**src/hdl/psrdf_pkg.sv**
```systemverilog
// Package: shared types and constants of the replay/dedup filter.
`default_nettype none
package psrdf_pkg;
    localparam logic [63:0] MIX_CONST = 64'h9e3779b97f4a7c15;
    localparam int unsigned EVENT_WORDS = 12;
    localparam logic [15:0] MIN_RELAY_RESET = 16'd45;
    localparam logic [15:0] SIG_LIFE_RESET = 16'd750;
    localparam logic [0:0] REG_MIN_RELAY = 1'b0;
    localparam logic [0:0] REG_SIG_LIFE = 1'b1;

    typedef enum logic [2:0] {
        V_RELAY = 3'd0,
        V_INVALID = 3'd1,
        V_STALE = 3'd2,
        V_RATE = 3'd3,
        V_DUP = 3'd4
    } verdict_t;

    typedef enum logic [1:0] {
        ST_IDLE,
        ST_READ,
        ST_SCAN,
        ST_WRITE
    } state_t;

    function automatic logic [63:0] fold(input logic [63:0] h, input logic [63:0] w);
        fold = h ^ (w + MIX_CONST + (h << 6) + (h >> 2));
    endfunction

    function automatic logic seq_newer(input logic [31:0] cand, input logic [31:0] cur);
        logic [31:0] d;
        d = cand - cur;
        seq_newer = (d != 32'd0) && !d[31];
    endfunction
endpackage
`default_nettype wire

```
**src/hdl/psrdf_hash.sv**
```systemverilog
// Word folding hash, position counter and context flags.
`default_nettype none
module psrdf_hash
    import psrdf_pkg::*;
(
    input  wire logic        clk,
    input  wire logic        rst_n,
    input  wire logic        step,
    input  wire logic        clear,
    input  wire logic [63:0] word,
    output logic [63:0]      sig,
    output logic             pos_ok,
    output logic             ctx_ok
);
    logic [63:0] hash_reg;
    logic [3:0]  pos_reg;
    logic [3:0]  ctx_reg;
    logic [3:0]  ctx_next;

    assign sig = fold(hash_reg, word);

    always_comb
    begin
        ctx_next = ctx_reg;
        if (word != 64'd0) begin
            case (pos_reg)
                4'd0: ctx_next[0] = 1'b1;
                4'd1: ctx_next[1] = 1'b1;
                4'd10: ctx_next[2] = 1'b1;
                4'd11: ctx_next[3] = 1'b1;
                default: ctx_next = ctx_reg;
            endcase
        end
    end

    assign pos_ok = (pos_reg == 4'(EVENT_WORDS - 1));
    assign ctx_ok = (ctx_next[3:2] != 2'd0) && (ctx_next[1:0] != 2'd0);

    always_ff @(posedge clk or negedge rst_n)
    begin
        if (!rst_n) begin
            hash_reg <= '0;
            pos_reg <= '0;
            ctx_reg <= '0;
        end else if (clear) begin
            hash_reg <= '0;
            pos_reg <= '0;
            ctx_reg <= '0;
        end else if (step) begin
            hash_reg <= sig;
            ctx_reg <= ctx_next;
            if (pos_reg != 4'd15)
                pos_reg <= pos_reg + 4'd1;
        end
    end
endmodule
`default_nettype wire

```
**config.mk**
```make
export PLATFORM = sky130hd
export DESIGN_NAME = psrdf_hash
export DESIGN_NICKNAME = d
export VERILOG_FILES = /design/src/hdl/psrdf_pkg.sv /design/src/hdl/psrdf_hash.sv
export SDC_FILE = /design/constraint.sdc
export NUM_CORES = 1
export LEC_CHECK = 0
export BUFFER_PORTS_ARGS = -buffer_cell sky130_fd_sc_hd__buf_2
export CORE_MARGIN = 5
export CORE_UTILIZATION = 35
export CTS_CLUSTER_SIZE = 12
export DETAILED_ROUTE_END_ITERATION = 16
export GPL_TIMING_DRIVEN = 1
export HOLD_SLACK_MARGIN = 0.06
export PLACE_DENSITY = 0.6
export RECOVER_POWER = 50
export SYNTH_ARGS = -nofsm -noshare
export SYNTH_HDL_FRONTEND = slang
export SYNTH_SLANG_ARGS = --single-unit
export TNS_END_PERCENT = 10
```
**constraint.sdc**
```tcl
create_clock -name clk -period 8.19 [get_ports clk]
set_input_delay 0.4095 -clock clk [delete_from_list [all_inputs] [get_ports clk]]
set_output_delay 0.4095 -clock clk [all_outputs]
set_load 0.05 [all_outputs]
```
==> results_dict.tcl, run 1 <==
set metrics [dict create \
    status "finished with violations" \
    violations "capacitance limit, slew limit" \
    end_kind "primary output" \
    cp-start-kind "flip-flop" \
    ios 134 \
    cts.sinks 72 \
    max_stage_delay_ns 0.64 \
    clk_path_buf_depth 2 \
    yosysWarnings 0 \
    io_buffer_count 133 \
    layout_common_cells "inv_1, ha_1, buf_2" \
    worstPathArrival_ns 4.86 \
    synthDistinctLibCells 89 \
    drc_errors 0 \
    worstSetupPathType "flip-flop to primary output" \
    grt_first_pass_wirelength_um 57400 \
    die_w_um 189 \
    worst-r2r-setup-slack_ns 3.59 \
    via_count 10200 \
    postCtsHoldBufs 0 \
    clock_latency_ns 0.36 \
    firstDrtPassIters 5 \
    die_area_um2 35700 \
    path_delay_family "compound AO/OA/AOI/OAI gates" \
    drv_cap 3 \
    synth_area_um2 11200 \
    syn2layout_area_growth_pct 10.1 \
    worst_pin_slew_ns 4.50 \
    grt_max_degree 75 \
    viasPerCell 5.34 \
    cts_inserted_buffers 9 \
    fin_skew_ns 0.0142 \
    syn_nets 1688 \
    critPathMaxFanout 7 \
    antenna_found_initial 0 \
    ant_nets 0 \
    first_iter_violations 844 \
    core-area_um2 31600 \
    yosysSeqAreaShare_pct 16.1 \
    synthCells 1429 \
    cts-root-buf "clkbuf_16" \
    avgSynthCellArea_um2 7.83 \
    cts_setup_buffers 0 \
    fin_nets 1768 \
    start_util_pct 35.5 \
    fmax_mhz 190 \
    path_buf_inv 3 \
    htree_levels 3 \
    max_slew_margin_pct -200 \
    post-route-period-util_pct 64.3 \
    async_reset_ff_share_pct 100 \
    antenna_cells 0 \
    rsz0062_at_grt "no" \
    crit_chain "inv_1, fa_1, inv_1, fa_1, ha_1, a21oi_1, o21ai_0, o2111ai_1, a31oi_1, a21oi_1, nor4_1, nor4b_2, xnor2_1, xnor2_1, buf_2" \
    finalHoldViolations 0 \
    required_ns 7.78 \
    grt_pass1_vias 10100 \
    synthFlopType "dfrtp_1" \
    setup_tns_ns 0 \
    period_needed_ns 5.27 \
    ys_ff_latch 72 \
    hpwlAfterDp_um 30600 \
    setup_viol 0 \
    drive_gt1_share_pct 11.8 \
    hold_path.class "flip-flop to flip-flop" \
    die-height_um 189 \
    synth-edff-count 0 \
    largest_reg_flops 64 \
    grt_util_all_layers_pct 20.5 \
    clkTransAtPathRegs_ns 0.07 \
    gp_congestion 0.901 \
    final_common_cell "inv_1" \
    cp_slowest_cell "nor4b_2" \
    grt_remaining_overflow 0 \
    cts-resized-gates 0 \
    detail_route.wl_per_cell_um 19.3 \
    rows 65 \
    drv_slew 164 \
    routed_wl_um 36900 \
    cts_tree "done" \
]
-- cell usage after synthesis (all sizes together) (3+ instances only) --
cell type	number	area share, %
inv	244	8.2
ha	134	15
nor2	121	4.1
xnor2	99	7.7
nand2	93	3.1
a21oi	92	4.1
dfrtp	72	16
fa	57	10
o21ai	55	2.5
nand4	42	2.3
clkbuf	39	1.5
xor2	35	2.7
a211oi	32	2.3
nand3	30	1.3
buf	29	1.4
a21o	28	1.9
nor4	28	1.6
nor3	23	1.0
o21bai	17	1.2
a31oi	12	0.67
and2	10	0.58
and3	10	0.58
o21a	10	0.67
or3	10	0.56
o211ai	9	0.69
mux2	7	0.70
o311ai	7	0.55
or2	7	0.39
nand2b	6	0.34
o31ai	6	0.45
a22oi	4	0.27
a31o	4	0.31
and4	4	0.34
mux2i	4	0.36
a221o	3	0.27
a221oi	3	0.29
o2111ai	3	0.23
-- area by class of cell --
| cell class | count | area (um^2) |
|---|---|---|
| timing repair buffer | 138 | 683 |
| sequential | 72 | 1800 |
| tap | 402 | 503 |
| clock inverter | 6 | 45.0 |
| fill | 3324 | 19200 |
| inverter | 244 | 916 |
| multi-input combinational | 1044 | 8150 |
| clock buffer | 10 | 229 |
-- cells by family (layout without fill, tap and decap cells) --
family                     count (synthesis)  after routing  synth area share, %
AOI/OAI and AO/OA                        313            313                 18.8
xor gates and xnor gates                 135            135                 10.7
adders and majority gates                191            191                 25.2
buffers and inverters                    313            398                 11.1
DFF                                       72             72                 16.1
muxes                                     11             11                 1.06
and+or+nand+nor                          394            394                 17.0
-- metal layers --
| layer | vias up | part of all wire (%) | track usage [%] |
|---|---|---|---|
| met5 | - | 0 | 0 |
| met4 | 0 | 2.9 | 6.67 |
| met3 | 35 | 4.9 | 3.24 |
| met2 | 251 | 45 | 32.8 |
| met1 | 4924 | 47 | 28.3 |
| li1 | 5019 | - | - |
-- per-stage QoR --
stage | util, % | setup WS (ns) | hold WS, ns | area [um^2] | cells
after global placement | 38.3 | 3.36 | 0.479 | 12100 | 1900
after global routing | 39.1 | 2.71 | 0.529 | 12300 | 1916
after floorplan | - | 3.52 | 0.114 | 11200 | 1429
after CTS | 39.1 | 2.94 | 0.289 | 12300 | 1916
final | 39.1 | 2.92 | 0.500 | 12300 | 1916
after detailed placement | 38.3 | 3.30 | 0.490 | 12100 | 1900
-- worst min-delay path, stage by stage (launching register included) --
cell and delay [ns]:
dfrtp_1 0.34, a31oi_1 0.04, nor2_1 0.08
-- path summary, 6_finish.rpt --
kind	start	to	depth (start not counted)
min in group asynchronous	rst_n	hash_reg[52]	1
setup reg to reg	hash_reg[31]	hash_reg[51]	13
hold reg to reg	ctx_reg[2]	ctx_reg[2]	2
hold / removal	ctx_reg[2]	ctx_reg[2]	2
max in group asynchronous	rst_n	hash_reg[27]	1
setup / recovery	hash_reg[10]	sig[58]	15
Power of run 1 is not shown: default switching activity piles up to over one toggle a cycle in this logic, so the estimate is an artifact.
==> inputs of run 2 (changes only) <==
PLACE_DENSITY = 0.61   (was 0.6)
clock period = 4.3 ns   (was 8.19 ns; I/O delays follow)
==> run 2 against run 1 <==
Effect of this change: the run ends with capacitance limit, slew limit, setup timing left; critical endpoint is now sig[55]; highest routed layer unchanged; global-route usage grew 1.7 points; final cell count grew 11%; register-to-register slack lost 3.4 ns; first-iteration DRC count shrank 8.8%; largest cell class unchanged; utilization grew 9.2 points.
==> results_dict.tcl, run 2 (synthesis results as in run 1) <==
set metrics [dict create \
    clkTransAtPathRegs_ns 0.07 \
    max_stage_delay_ns 0.51 \
    max_slew_margin_pct -72.3 \
    ant_nets 0 \
    syn2layout_area_growth_pct 36.1 \
    start_util_pct 35.5 \
    die-height_um 189 \
    routed_wl_um 41300 \
    hold_path.class "input port to flip-flop" \
    hpwlAfterDp_um 32900 \
    drive_gt1_share_pct 32.6 \
    core-area_um2 31600 \
    gp_congestion 0.952 \
    viasPerCell 5.33 \
    crit_chain "inv_2, fa_2, inv_2, fa_1, ha_4, nand4_1, nor4_2, buf_4, nand3_4, o211ai_4, nor4_4, or2_4, o21bai_1, xnor2_1, xnor2_1, buf_4" \
    grt_max_degree 47 \
    detail_route.wl_per_cell_um 19.4 \
    cts_inserted_buffers 9 \
    drv_slew 81 \
    rsz0062_at_grt "yes" \
    setup_viol 9 \
    status "finished with violations" \
    rows 65 \
    cts.sinks 72 \
    cp_slowest_cell "fa_1" \
    worstSetupPathType "flip-flop to primary output" \
    ios 134 \
    fin_skew_ns 0.0147 \
    hold_ws_ns 0.398 \
    grt_pass1_vias 11300 \
    critPathMaxFanout 5 \
    antenna_found_initial 0 \
    firstDrtPassIters 5 \
    worst_pin_slew_ns 2.58 \
    fmax_mhz 228 \
    antenna_cells 0 \
    via_count 11300 \
    finalHoldViolations 0 \
    violations "capacitance limit, slew limit, setup timing" \
    first_iter_violations 770 \
    largest_reg_flops 64 \
    grt_remaining_overflow 0 \
    clock_latency_ns 0.36 \
    setup_slack_ns -0.0915 \
    die_w_um 189 \
    required_ns 4.09 \
    post-route-period-util_pct 102 \
    end_kind "primary output" \
    fin_nets 1979 \
    clk_path_buf_depth 2 \
    die_area_um2 35700 \
    layout_common_cells "buf_4, inv_1, nor2_1" \
    htree_levels 3 \
    final_common_cell "buf_4" \
    cp-start-kind "flip-flop" \
    drc_errors 0 \
    cts-root-buf "clkbuf_16" \
    grt_first_pass_wirelength_um 62400 \
    cts_tree "done" \
    grt_util_all_layers_pct 22.2 \
    io_buffer_count 133 \
    period_needed_ns 4.39 \
    worstPathArrival_ns 4.18 \
    drv_cap 2 \
]
run 2: cell types whose count changed in the layout (fill, tap and decap cells not counted), moves of 10 or more:
cell,delta
a21oi_2,+23
a21oi_1,-24
buf_2,-25
xnor2_1,-10
inv_2,+32
ha_1,-56
ha_4,+48
buf_4,+229
inv_1,-32
run 2: final timing paths:
kind / from / cells past startpoint / slack (ns) / end
hold / removal: word[0] / 5 / 0.40 / hash_reg[0]
min in group asynchronous: rst_n / 2 / 1.16 / hash_reg[52]
setup / recovery: hash_reg[33] / 16 / -0.09 / sig[55]
max in group asynchronous: rst_n / 3 / 0.91 / ctx_reg[0]
setup reg to reg: hash_reg[33] / 16 / 0.20 / hash_reg[55]
hold reg to reg: ctx_reg[3] / 2 / 0.51 / ctx_reg[3]
run 2: per-stage QoR:
step                      setup TNS, ns  instances  cell area, um^2  worst slack [ns]  utilization, %
after floorplan                 -0.0553       1429            11200           -0.0437               -
after global placement                0       2056            13300           0.00322            42.0
after detailed placement         -0.280       2056            13300            -0.103            42.0
after CTS                        -0.840       2091            14500            -0.145            46.0
after global routing              -3.39       2127            15200            -0.246            48.3
final                            -0.443       2127            15200           -0.0915            48.3
run 2: final cells by class:
cell class                 count  area (um^2)
timing repair buffer         349         2380
sequential                    72         1800
tap                          402          503
clock inverter                 5          104
inverter                     244          916
multi-input combinational   1044         9280
clock buffer                  11          243
fill                        3046        16300
run 2: layer usage:
| layer | share of wire [%] | GRT usage, % | vias to the layer above | wire length [um] |
|---|---|---|---|---|
| met3 | 5.0 | 3.17 | 44 | 2050 |
| met4 | 2.2 | 6.47 | 0 | 909 |
| li1 | - | - | 5442 | - |
| met5 | 0 | 0 | - | 0 |
| met2 | 46 | 35.9 | 344 | 19000 |
| met1 | 47 | 30.9 | 5513 | 19300 |
run 2: timing repair:
action	4_1_cts	5_1_grt
setup buffers	18	36
pin swaps	46	59
resized for setup	156	98
hold endpoints to repair	32	0
setup endpoints to repair	36	39
hold buffers	1	0
run 2: worst max-delay path: cells and delay by family, from the launching register on:
family                   cells  cell delay [ns]
adder cells (fa/ha/maj)      3             1.04
AND/OR/NAND/NOR              5             1.01
buffers and inverters        4             0.61
AO/OA/AOI/OAI                2             0.42
flip-flops                   1             0.39
XOR/XNOR                     2             0.34
Power of run 2 is left out for the same reason.
